### config.mk
export PLATFORM = sky130hd
export DESIGN_NAME = sdf_obuf_flat
export DESIGN_NICKNAME = d
export VERILOG_FILES = /design/src/sdf_pkg.sv /design/src/sdf_if.sv /design/src/sdf_obuf.sv /design/src/flat_wrapper.sv
export SDC_FILE = /design/constraint.sdc
export NUM_CORES = 1
export LEC_CHECK = 0
export BUFFER_PORTS_ARGS = -buffer_cell sky130_fd_sc_hd__buf_2
export CAP_MARGIN = 20
export CORE_MARGIN = 5
export CORE_UTILIZATION = 40
export DETAILED_ROUTE_END_ITERATION = 7
export PLACE_DENSITY_LB_ADDON = 0.08
export SYNTH_ARGS = -nofsm -noshare
export SYNTH_HDL_FRONTEND = slang
export SYNTH_SLANG_ARGS = --single-unit
### constraint.sdc
create_clock -name clk_i -period 1.35 [get_ports clk_i]
set_input_delay 0.135 -clock clk_i [delete_from_list [all_inputs] [get_ports clk_i]]
set_output_delay 0.135 -clock clk_i [all_outputs]
set_load 0.01 [all_outputs]
### src/sdf_pkg.sv
// Shared types and constants of the substring delete filter.
package sdf_pkg;

  localparam int unsigned BYTE_W    = 8;
  localparam int unsigned CFG_W     = 64;
  localparam int unsigned CFG_IDX_W = 2;
  localparam int unsigned PLEN_W    = 4;

  typedef enum logic [CFG_IDX_W-1:0] {
    CFG_PATTERN_BYTES  = 2'd0,
    CFG_PATTERN_LENGTH = 2'd1,
    CFG_FIRST_ONLY     = 2'd2
  } cfg_idx_e;

  typedef enum logic [1:0] {
    S_RUN,
    S_PRE,
    S_FLUSH,
    S_END
  } state_e;

  typedef struct packed {
    logic ins_en;
    logic pop;
    logic clr;
  } cell_ctl_t;

  typedef struct packed {
    logic [BYTE_W-1:0] out_byte;
    logic              out_byte_valid;
    logic              out_last;
    logic              out_none_found;
  } res_t;

endpackage

### src/sdf_if.sv


interface sdf_out_if;
  logic                           valid;
  logic                           ready;
  logic [sdf_pkg::BYTE_W-1:0]     out_byte;
  logic                           out_byte_valid;
  logic                           out_last;
  logic                           out_none_found;

  modport source(output valid, output out_byte, output out_byte_valid,
                 output out_last, output out_none_found, input ready);
  modport sink(input valid, input out_byte, input out_byte_valid,
               input out_last, input out_none_found, output ready);
endinterface

### src/sdf_obuf.sv
// Two-entry result buffer that drives the output channel.
module sdf_obuf (
  input  logic             clk_i,
  input  logic             rst_ni,
  input  logic             push_i,
  input  sdf_pkg::res_t    push_data_i,
  output logic             full_o,
  sdf_out_if.source        out_o
);

  sdf_pkg::res_t ent_q [2];
  logic          wr_ptr_q, wr_ptr_d;
  logic          rd_ptr_q, rd_ptr_d;
  logic [1:0]    count_q, count_d;
  logic          pop;
  sdf_pkg::res_t head;

  assign full_o    = (count_q == 2'd2);
  assign out_o.valid = (count_q != 2'd0);
  assign pop       = out_o.valid && out_o.ready;
  assign head      = ent_q[rd_ptr_q];

  assign out_o.out_byte       = head.out_byte;
  assign out_o.out_byte_valid = head.out_byte_valid;
  assign out_o.out_last       = head.out_last;
  assign out_o.out_none_found = head.out_none_found;

  always_comb begin
    wr_ptr_d = push_i ? ~wr_ptr_q : wr_ptr_q;
    rd_ptr_d = pop ? ~rd_ptr_q : rd_ptr_q;
    count_d  = count_q + 2'(push_i) - 2'(pop);
  end

  always_ff @(posedge clk_i) begin
    if (push_i) begin
      ent_q[wr_ptr_q] <= push_data_i;
    end
  end

  always_ff @(posedge clk_i or negedge rst_ni) begin
    if (!rst_ni) begin
      wr_ptr_q <= 1'b0;
      rd_ptr_q <= 1'b0;
      count_q  <= 2'd0;
    end else begin
      wr_ptr_q <= wr_ptr_d;
      rd_ptr_q <= rd_ptr_d;
      count_q  <= count_d;
    end
  end

endmodule

### src/flat_wrapper.sv
// flat-port wrapper written by rule: the top's interface ports become plain ports
module sdf_obuf_flat 
  (clk_i, rst_ni, push_i, push_data_i, full_o, out_o_valid, out_o_out_byte, out_o_out_byte_valid, out_o_out_last, out_o_out_none_found, out_o_ready);
  sdf_out_if out_o_i ();
  input  logic clk_i;
  input  logic rst_ni;
  input  logic push_i;
  input  sdf_pkg::res_t push_data_i;
  output logic full_o;
  output wire logic [$bits(out_o_i.valid)-1:0] out_o_valid;
  output wire logic [$bits(out_o_i.out_byte)-1:0] out_o_out_byte;
  output wire logic [$bits(out_o_i.out_byte_valid)-1:0] out_o_out_byte_valid;
  output wire logic [$bits(out_o_i.out_last)-1:0] out_o_out_last;
  output wire logic [$bits(out_o_i.out_none_found)-1:0] out_o_out_none_found;
  input wire logic [$bits(out_o_i.ready)-1:0] out_o_ready;
  assign out_o_valid = out_o_i.valid;
  assign out_o_out_byte = out_o_i.out_byte;
  assign out_o_out_byte_valid = out_o_i.out_byte_valid;
  assign out_o_out_last = out_o_i.out_last;
  assign out_o_out_none_found = out_o_i.out_none_found;
  assign out_o_i.ready = out_o_ready;
  sdf_obuf u_core (.clk_i(clk_i), .rst_ni(rst_ni), .push_i(push_i), .push_data_i(push_data_i), .full_o(full_o), .out_o(out_o_i));
endmodule
==> flow_summary_export.csv <==
group,metric,value,unit
place,globalplace.congestion,0.702,
sta,period_minus_slack,1.44,ns
setup_path,cp_slowest_cell,"dfrtp_1",
final_layout,design_area,1490,sq um
synthesis,synthCells,51,
place,place_ws,-0.0981,ns
route,drt_iter0_drc,4,
clock_network,cts_buffers,3,
floorplanning,fp.dieW,60.7,um
floorplanning,fp.dieH,60.7,um
final_layout,fillers,203,
synthesis,synthesis.nets,68,
hold_path,hold_path_class,"in2reg",
clock_network,clkSlewWorstSetupHoldPaths,0.13,ns
sta,finalClockSkew,0.00239,ns
synthesis,synth_top_family_by_area,"multiplexers",
final_layout,area_delta_synth_final,45.1,%
synthesis,muxShareOfSynthArea,15.3,%
setup_path,cp_max_fo,2,
setup_path,crit_chain,"o21a_1, ha_1, inv_2, ha_4, xnor2_2, xnor2_1",
clock_network,insertion_delay,0.30,ns
route,detail-route-antenna-nets,0,
route,drc,0,
outcome,status,"finished, violations left",
pwr,p_seq_share,39.9,%
setup_path,crit_arrival,1.65,ns
clock_network,cts_buffer_depth,2,
setup_path,cp_top_family,"adder cells",
global_routing,grt_pass1_vias,654,
synthesis,syn-cell-area,1030,sq um
pwr,p_int,2.09,mW
global_routing,grtUsageTotal,10.7,%
global_routing,grt_overflow_total,0,
floorplanning,core_area,2480,sq um
sta,relSlewSlack,89.4,%
pwr,vdd_drop_max,0.00117,V
synthesis,synth-xor-area-share,3.40,%
pwr,p_comb_share,49.4,%
final_layout,regArea,761,sq um
route,vias,592,
synthesis,ys_seq_area_share,73.9,%
setup_path,cp_num_buf_inv,1,
floorplanning,initial_core_util,41.6,%
pwr,switching_share,28.1,%
synthesis,synth-seq-cells,26,
sta,final_hold_viol_count,0,
sta,hold_ws,0.0193,ns
hold_path,whs_path_depth,1,
synthesis,ys_types,13,
place,portBuffers,27,
global_routing,antenna_found_initial,0,
route,wire_per_inst,12.8,um
final_layout,layout_commonest_cell,"edfxtp_1",
final_layout,layout_common_cells,"22 x edfxtp_1, 15 x buf_2, 15 x buf_6",
floorplanning,dieArea,3690,sq um
global_routing,grt_pass1_wl,2.77,mm
setup_path,crit_type,"reg2reg",
global_routing,grt_max_degree,15,
floorplanning,core.rowCount,18,
final_layout,n_antenna_cell,0,
synthesis,avgSynthCellArea,20.2,sq um
clock_network,cts_tree,"done",
setup_path,cp.required,1.55,ns
route,dr.pass1.iters,3,
sta,drv_slew,0,
synthesis,synth-adder-area-share,2.43,%
sta,worst_slew_pin_slew,0.158,ns
run,maxCapViolCount,0,
pwr,p_clk_share,10.6,%
synthesis,synth_simple_gate_area_share,2.43,%
clock_network,h-tree-depth,1,
route,wl,1.66,mm
sta,rsz0062_at_grt,"true",
clock_network,clock-sinks,26,
setup_path,crit_path_start_kind,"flop",
final_layout,multi_input_area,280,sq um
clock_network,cts_root_buf,"clkbuf_4",
final_layout,drive_gt1_share,57.0,%
outcome,violations,"setup timing",
pwr,power_switching,0.819,mW
place,placed_cell_area,1260,sq um
setup_path,reg2reg_depth,6,
final_layout,layout.nets,118,
pwr,leakage,0.639,nW
final_layout,fin_util,60.3,%
sta,fin_crit_sh,107,%
sta,fin_ws,-0.0943,ns
setup_path,critPathCaptureType,"flop",
synthesis,synth_compound_area_share,0.729,%
sta,setup-violations-final,12,
setup_path,crit_cells,6,
synthesis,yosysWarnings,0,
pwr,power_density,1950,nW/um^2
place,dpl.hpwl,1.25,mm
route,viasPerCell,4.55,
setup_path,cpPeakStageDelay,0.42,ns
sta,fmax,692,MHz
floorplanning,pin_count,28,
[stage by stage]
stage          setup TNS [ns]  cells  total power [mW]
3_3_place_gp          -0.0404    116              2.22
5_1_grt                 -1.76    130              3.11
4_1_cts                 -1.25    125              2.87
6_report               -0.928    130              2.91
3_5_place_dp          -0.0981    116              2.24
2_1_floorplan         -0.0614     51              1.83
[power by group through the flow]
stage	registers, mW	clock network [mW]	logic (mW)
4_1_cts	1.16	0.323	1.39
5_1_grt	1.18	0.352	1.57
2_1_floorplan	1.17	0	0.658
3_5_place_dp	1.17	0	1.07
6_report	1.16	0.309	1.44
3_3_place_gp	1.16	0	1.06
[flip-flops by register name (all words and copies together), names as in the netlist]
register	flops
u_core.count_q	2
u_core.ent_q	22
u_core.rd_ptr_q	1
u_core.wr_ptr_q	1
[cell usage after synthesis (all sizes together)]
cell type | instances | area (sq um)
xor2 | 2 | 17.5
and2 | 1 | 6.26
dfrtp | 4 | 100
edfxtp | 22 | 661
mux2 | 11 | 158
or2 | 1 | 6.26
o21a | 1 | 7.51
xnor2 | 2 | 17.5
ha | 2 | 25.0
buf | 1 | 11.3
inv | 2 | 7.51
nor2b | 2 | 12.5
[timing repair]
action | in CTS | in global routing
gates resized for setup | 17 | 4
hold buffers | 3 | 4
pin swaps | 2 | 3
gates cloned | 0 | 0
hold endpoints to repair | 8 | 8
buffers inserted | 2 | 1
setup endpoints to repair | 13 | 14
[cell type report]
cell class,count,area share [%]
clock buffers,3,1.51
inverters,2,0.503
repair buffers,46,25.5
flip-flops and latches,26,50.9
multi-input cells,22,18.8
clock inverters,1,0.251
well taps,30,2.51
[metal layers]
layer | global-route usage, % | wire (um)
met1 | 10.9 | 636
met2 | 20.6 | 916
met3 | 2.98 | 105
met4 | 3.72 | 0
met5 | 0 | 0
[final timing paths]
check	startpoint	to	slack, ns
min	push_data_i[8]	u_core.ent_q[1][8]	0.02
min in group asynchronous	rst_ni	u_core.wr_ptr_q	0.14
max	u_core.count_q[1]	u_core.count_q[1]	-0.09
min reg2reg	u_core.wr_ptr_q	u_core.wr_ptr_q	0.50
max reg2reg	u_core.count_q[1]	u_core.count_q[1]	-0.09
max in group asynchronous	rst_ni	u_core.rd_ptr_q	1.09
[logic make-up (layout without fill, tap and decap cells)]
group,count (synthesis),after routing
AOI/OAI and AO/OA,1,1
xor gates and xnor gates,4,4
adders and majority gates,2,2
buffers and inverters,3,52
DFF,26,26
muxes,11,11
and+or+nand+nor,4,4
(Power assumes the default switching activity.)
