==> config.mk <==
export PLATFORM = sky130hd
export DESIGN_NAME = sdf_cell
export DESIGN_NICKNAME = d
export VERILOG_FILES = /design/src/sdf_pkg.sv /design/src/sdf_cell.sv
export SDC_FILE = /design/constraint.sdc
export NUM_CORES = 1
export LEC_CHECK = 0
export BUFFER_PORTS_ARGS = -buffer_cell sky130_fd_sc_hd__buf_4
export CAP_MARGIN = 25
export CORE_UTILIZATION = 38
export CTS_CLUSTER_SIZE = 16
export DETAILED_ROUTE_END_ITERATION = 8
export PLACE_DENSITY = 0.76
export RECOVER_POWER = 25
export SYNTH_ARGS = -nofsm -noshare
export SYNTH_HDL_FRONTEND = slang
export SYNTH_SLANG_ARGS = --single-unit
==> constraint.sdc <==
create_clock -name clk_i -period 2 [get_ports clk_i]
set_clock_uncertainty 0.15 [all_clocks]
set_input_delay 0.1 -clock clk_i [delete_from_list [all_inputs] [get_ports clk_i]]
set_output_delay 0.1 -clock clk_i [all_outputs]
set_load 0.005 [all_outputs]
==> src/sdf_pkg.sv <==
// Shared types and constants of the substring delete filter.
package sdf_pkg;

  localparam int unsigned BYTE_W    = 8;
  localparam int unsigned CFG_W     = 64;
  localparam int unsigned CFG_IDX_W = 2;
  localparam int unsigned PLEN_W    = 4;

  typedef enum logic [CFG_IDX_W-1:0] {
    CFG_PATTERN_BYTES  = 2'd0,
    CFG_PATTERN_LENGTH = 2'd1,
    CFG_FIRST_ONLY     = 2'd2
  } cfg_idx_e;

  typedef enum logic [1:0] {
    S_RUN,
    S_PRE,
    S_FLUSH,
    S_END
  } state_e;

  typedef struct packed {
    logic ins_en;
    logic pop;
    logic clr;
  } cell_ctl_t;

  typedef struct packed {
    logic [BYTE_W-1:0] out_byte;
    logic              out_byte_valid;
    logic              out_last;
    logic              out_none_found;
  } res_t;

endpackage

==> src/sdf_cell.sv <==
// One window cell: holds a byte, takes an insert or its right neighbor, compares to pattern.
module sdf_cell #(
  parameter int unsigned IDX_W = 4,
  parameter int unsigned IDX   = 0
) (
  input  logic                       clk_i,
  input  sdf_pkg::cell_ctl_t         ctl_i,
  input  logic [IDX_W-1:0]           held_i,
  input  logic [sdf_pkg::BYTE_W-1:0] in_byte_i,
  input  logic [sdf_pkg::BYTE_W-1:0] right_i,
  input  logic [sdf_pkg::BYTE_W-1:0] pat_i,
  output logic [sdf_pkg::BYTE_W-1:0] ins_o,
  output logic                       match_o
);

  logic [sdf_pkg::BYTE_W-1:0] byte_q;
  logic [sdf_pkg::BYTE_W-1:0] byte_d;

  assign ins_o   = (ctl_i.ins_en && (held_i == IDX_W'(IDX))) ? in_byte_i : byte_q;
  assign match_o = (ins_o == pat_i);

  always_comb begin
    if (ctl_i.clr) begin
      byte_d = '0;
    end else if (ctl_i.pop) begin
      byte_d = right_i;
    end else begin
      byte_d = ins_o;
    end
  end

  always_ff @(posedge clk_i) begin
    byte_q <= byte_d;
  end

endmodule

==> impl_metrics.json, run 1 <==
{
  "status": "complete, no violations",
  "clk_pin_slew_worst_paths_ps": 50,
  "fin_nets": 150,
  "ant_nets": 0,
  "area_growth_pct": 70.89,
  "worstPathArrival_ps": 1590,
  "core_area_sq_um": 1334,
  "cts_root_buf": "clkbuf_4",
  "syn-cell-area_sq_um": 563.0,
  "rrSetupSlack_ps": 910,
  "firstDrtPassIters": 4,
  "yosysWarnings": 0,
  "internal_power_uw": 330.5,
  "clockBufferDepth": 2,
  "tritoncts": "done",
  "dpl.hpwl_mm": 1.251,
  "fin_area_sq_um": 962.2,
  "reg.largest.list": "byte_q x8",
  "boundaryPins": 41,
  "die_height_microns": 40.49,
  "finalHoldViolCount": 0,
  "finalCriticalPeriod_ps": 1835,
  "h-tree-depth": 1,
  "max-slew-margin-rel_pct": 79.05,
  "syn-mean-instance-area_sq_um": 8.280,
  "min_to": "byte_q[2]$_SDFF_PP0_",
  "period_share_pct": 91.75,
  "via_count": 628,
  "largest_reg_flops": 8,
  "cts_resized": 0,
  "synth.distinct_cells": 21,
  "layout_commonest_cell": "buf_4",
  "setup_viol": 0,
  "drive_above_1_share_pct": 42.24,
  "grt_start_max_net_pins": 16,
  "cts_made_buffers": 3,
  "drv_cap": 0,
  "worstMarginPinSlew_ps": 305.5,
  "regMostFlops": "byte_q",
  "die_area_sq_um": 1639,
  "swShare_pct": 25.50,
  "r2r_cells": 3,
  "grt_first_pass_wirelength_mm": 2.380,
  "syn-num-nets": 100,
  "via_per_inst": 4.794,
  "initial_core_util_pct": 42.21,
  "gp_congestion": 0.7184,
  "p_leak_uw": 0.0004820,
  "clkPwrFrac_pct": 27.0,
  "clock_sinks": 8,
  "antenna_found_initial": 0,
  "grt_setup_unrepaired": "no",
  "path_class": "in -> out",
  "drt_iter0_markers": 21,
  "max_freq_mhz": 545.0,
  "cp_max_fo": 9,
  "synthCells": 68,
  "power_density_nw_per_um2": 461.1,
  "regToRegStartpoint": "byte_q[0]$_SDFF_PP0_",
  "cp-start-kind": "primary input",
  "dpl_cell_area_sq_um": 889.6,
  "slew_violations": 0,
  "hold_start": "right_i[2]",
  "pre_cts_ws_ps": 134.2,
  "drc": 0,
  "port_buffers": 40,
  "peakVddDrop_uv": 288.4,
  "p_comb_share_pct": 33.5,
  "std_cell_rows": 13,
  "power.switching_uw": 113.1,
  "ys_ff_latch": 8,
  "diodes": 0,
  "die_w_microns": 40.49,
  "grt-ovfl-total": 0,
  "clk_latency_ps": 250,
  "wl_per_cell_microns": 11.55,
  "grt_pass1_vias": 598,
  "p_seq_share_pct": 39.4,
  "setup_tns_ps": 0,
  "routed_wl_mm": 1.513,
  "grt_use_total_pct": 21.89,
  "endpoint_kind": "output pin",
  "regToRegEndpoint": "byte_q[0]$_SDFF_PP0_",
  "min_delay_path_depth": 4,
  "postCtsSetupRepairBufs": 0,
  "min_path_type": "in -> reg",
  "required_ps": 1750,
  "fin_ws_ps": 165.0,
  "mostFrequentLayoutCells": "41 x buf_4, 9 x inv_1, 8 x nor2_1, 8 x dfxtp_1",
  "seq_area_frac_synth_pct": 28.44
}
==> metal layers <==
metal | global-route usage (%) | wire length (microns) | vias up
li1 | - | - | 332
met1 | 26.25 | 633 | 273
met2 | 38.89 | 790 | 23
met3 | 0 | 89 | 0
met4 | 12.50 | 0 | 0
met5 | 0 | 0 | -
==> power groups by stage <==
stage                     Sequential [uW]  Clock (uW)  Combinational, uW
final                                 175         120                149
after global routing                  176         134                165
after CTS                             175         125                150
after detailed placement              179           0                141
after global placement                178           0                140
after floorplan                       177           0               60.9
==> cell usage after synthesis <==
library cell  number  area [sq um]
inv_1              9         33.78
dfxtp_1            8         160.2
nor2_1             8         30.03
mux2i_1            5         50.05
xor2_1             5         43.79
mux2_2             4         45.04
nand2_1            4         15.01
nor3_1             4         20.02
o21a_1             4         30.03
a222oi_1           3         30.03
nor2b_1            3         18.77
xnor2_1            2         17.52
and4_1             1         8.760
buf_1              1         3.750
clkbuf_1           1         3.750
nand2b_1           1         6.260
nand3_1            1         5.000
nand4b_1           1         8.760
nor4_4             1         21.27
o21ai_0            1         5.000
o22ai_1            1         6.260
==> worst max-delay path by stage <==
stage,from,depth (start not counted),slack (ps),to
2_1_floorplan,held_i[0],5,200,match_o
3_3_place_gp,held_i[0],8,210,match_o
3_5_place_dp,held_i[0],8,130,match_o
4_1_cts,held_i[0],8,130,match_o
5_1_grt,held_i[0],8,9,match_o
6_report,held_i[0],8,160,match_o
==> metrics by stage <==
step	hold slack [ps]	power, uW	std cells	utilization, %
final	14.79	443.7	131	72.14
after global routing	27.82	475.6	131	72.14
after CTS	10.80	449.5	131	72.14
after detailed placement	176.2	320.0	123	66.70
after global placement	177.5	317.7	123	66.70
after floorplan	97.34	237.4	68	-
==> worst max-delay path, stage by stage <==
cell and delay, ps:
clkbuf_4 100, nand2b_1 160, nor4_4 170, buf_4 230
mux2i_1 340, xor2_1 170, and4_1 200, buf_4 100
==> repair_timing <==
action                     CTS  global route
setup endpoints to repair    0             0
hold buffers                 5             0
hold endpoints to repair     8             0
==> area by class of cell <==
| type | instances | area (sq um) |
|---|---|---|
| fill | 119 | 371.6 |
| timing repair buffer | 47 | 365.4 |
| multi-input combinational | 49 | 361.6 |
| sequential | 8 | 160.2 |
| inverter | 9 | 33.78 |
| clock buffer | 3 | 22.52 |
| tap | 15 | 18.77 |
==> logic make-up after synthesis <==
| kind of cell | count (synthesis) | share of synthesized area, % |
|---|---|---|
| and+or+nand+nor | 24 | 23.78 |
| AOI/OAI and AO/OA | 9 | 12.67 |
| xor gates and xnor gates | 7 | 10.89 |
| muxes | 9 | 16.89 |
| DFF | 8 | 28.44 |
| buffers and inverters | 11 | 7.332 |
No activity file was read; power rests on OpenSTA's default activity.
==> run 2: changes to the inputs <==
- ABC_AREA: default -> 1
- CORE_UTILIZATION: 38 -> 42
- PLACE_DENSITY: 0.76 -> 0.77
==> impl_metrics.json, run 2 <==
{
  "status": "complete, no violations",
  "multi_input_area_sq_um": 397.9,
  "yosys-top-cells-count": "30 x inv_1, 27 x nand2_1, 11 x nand4_1",
  "drive_above_1_share_pct": 33.74,
  "clock_sinks": 8,
  "gp_congestion": 0.7747,
  "clockBufferDepth": 2,
  "regMostFlops": "byte_q",
  "cts_resized": 0,
  "syn-num-nets": 156,
  "endpoint_kind": "output pin",
  "area_growth_pct": 44.46,
  "path_class": "in -> out",
  "drv_cap": 0,
  "yosysTopAreaCell": "dfxtp_1",
  "boundaryPins": 41,
  "grt_pass1_vias": 826,
  "antenna_found_initial": 0,
  "slew_violations": 0,
  "synthCells": 124,
  "die_height_microns": 43.17,
  "firstDrtPassIters": 2,
  "synthArstFlopShare_pct": 0,
  "yosysWarnings": 0,
  "final_util_pct": 66.72,
  "wl_per_cell_microns": 10.89,
  "diodes": 0,
  "drc": 0,
  "grt_start_max_net_pins": 17,
  "fillCellCount": 147,
  "setup_tns_ps": 0,
  "ant_nets": 0,
  "power_density_nw_per_um2": 461.5,
  "synth_enable_flop_cells": 0,
  "port_buffers": 40,
  "postCtsSetupRepairBufs": 0,
  "die_area_sq_um": 1864,
  "fin_nets": 197,
  "yosysTopAreaCellShare_pct": 22.50,
  "setup_viol": 0,
  "grt_setup_unrepaired": "no",
  "dpl.hpwl_mm": 1.522,
  "worstPathArrival_ps": 1510,
  "largest_reg_flops": 8,
  "cts_hold_buf": 0,
  "yosysMostFrequentCell": "inv_1",
  "grt-ovfl-total": 0,
  "clk_latency_ps": 260,
  "synth.distinct_cells": 18,
  "cts_made_buffers": 3,
  "via_per_inst": 5.056,
  "ys_ff_latch": 8,
  "cts_root_buf": "clkbuf_4",
  "max-slew-margin-rel_pct": 79.32,
  "core_area_sq_um": 1541,
  "period_share_pct": 88.20,
  "peakVddDrop_uv": 358.6,
  "cp_max_fo": 11,
  "worstMarginPinSlew_ps": 309.8,
  "clk_pin_slew_worst_paths_ps": 60,
  "routed_wl_mm": 1.949,
  "die_w_microns": 43.17,
  "grt_use_total_pct": 22.53,
  "rrSetupSlack_ps": 1090,
  "syn-cell-area_sq_um": 711.9,
  "initial_core_util_pct": 46.19,
  "layout_commonest_cell": "buf_4",
  "cp-start-kind": "primary input",
  "seq_area_sq_um": 160.2,
  "drt_iter0_markers": 11,
  "via_count": 905,
  "p_leak_uw": 0.0006484,
  "h-tree-depth": 1,
  "finalHoldViolCount": 0,
  "syn-mean-instance-area_sq_um": 5.741,
  "std_cell_rows": 14,
  "mostFrequentLayoutCells": "42 x buf_4, 30 x inv_1, 28 x nand2_1, 11 x nand4_1, 10 x nand3_1",
  "tritoncts": "done",
  "grt_first_pass_wirelength_mm": 3.153,
  "required_ps": 1750,
  "synth-main-ff-cell": "dfxtp_1",
  "seq_area_frac_synth_pct": 22.50,
  "synth.area.top_cells": "dfxtp_1 22%, inv_1 16%, nand2_1 14%",
  "min_path_type": "in -> reg",
  "max_freq_mhz": 566.9,
  "finalCriticalPeriod_ps": 1764,
  "reg.largest.list": "byte_q x8"
}
[run 2: cell types whose count changed after synthesis, moves of 5 or more]
cell	before	now
inv_1	9	30
xor2_1	5	0
nand2_1	4	27
nand2_2	0	8
nand3_1	1	10
o21ai_1	0	8
a21oi_1	0	8
nand4_1	0	11
mux2i_1	5	0
[run 2: worst paths after layout]
check,end,cells after the start,from
worst max-delay path,match_o,11,held_i[1]
worst min register to register,byte_q[7]$_SDFF_PP0_,4,byte_q[7]$_SDFF_PP0_
worst max register to register,byte_q[0]$_SDFF_PP0_,4,byte_q[0]$_SDFF_PP0_
worst min-delay path,byte_q[0]$_SDFF_PP0_,4,ctl_i[0]
[run 2: kinds of logic (layout without fill, tap and decap cells)]
family	Yosys count	after routing	synth area share [%]
AND/OR/NAND/NOR	64	64	44.99
buffers and inverters	36	75	21.26
AO/OA/AOI/OAI	16	16	11.25
flip-flops	8	8	22.50
[run 2: routing by layer]
layer	vias to the layer above	part of all wire, %	global-route usage [%]	wire length (microns)
li1	470	-	-	-
met1	404	39	23.65	751
met2	27	53	40.90	1040
met3	4	5.9	5.957	115
met4	0	2.2	10.30	42
met5	-	0	0	0
[run 2: worst max-delay path: stages]
cell	delay (ps)
buf_4	110
nor2_2	270
nand3_2	300
nand2_1	190
nand2_2	80
nand2_1	60
nand2_1	50
nor2_1	90
nand2_1	60
nor2_1	90
buf_4	120
[run 2: area by class of cell]
type                    instances  area share [%]
inverters                      30           10.95
clock buffers                   3           2.190
well taps                      16           1.946
flip-flops and latches          8           15.57
multi-input cells              80           38.69
repair buffers                 42           30.66
[run 2: power breakdown]
group          switching (uW)  internal [uW]
clock                    63.3           69.2
combinational            79.8           87.0
sequential               4.40            171
[run 2: stage by stage]
step / worst slack (ps) / hold WS, ps / instances / cell area [sq um] / total power [uW]
final: 235.9 / 9.873 / 179 / 1028 / 474.7
after global routing: 45.11 / 30.24 / 179 / 1028 / 502.8
after CTS: 230.6 / 14.59 / 179 / 1031 / 479.9
after detailed placement: 231.6 / 290.0 / 176 / 1008 / 346.6
after global placement: 295.7 / 279.6 / 176 / 1008 / 342.4
after floorplan: 835.9 / 138.6 / 124 / 711.9 / 262.6
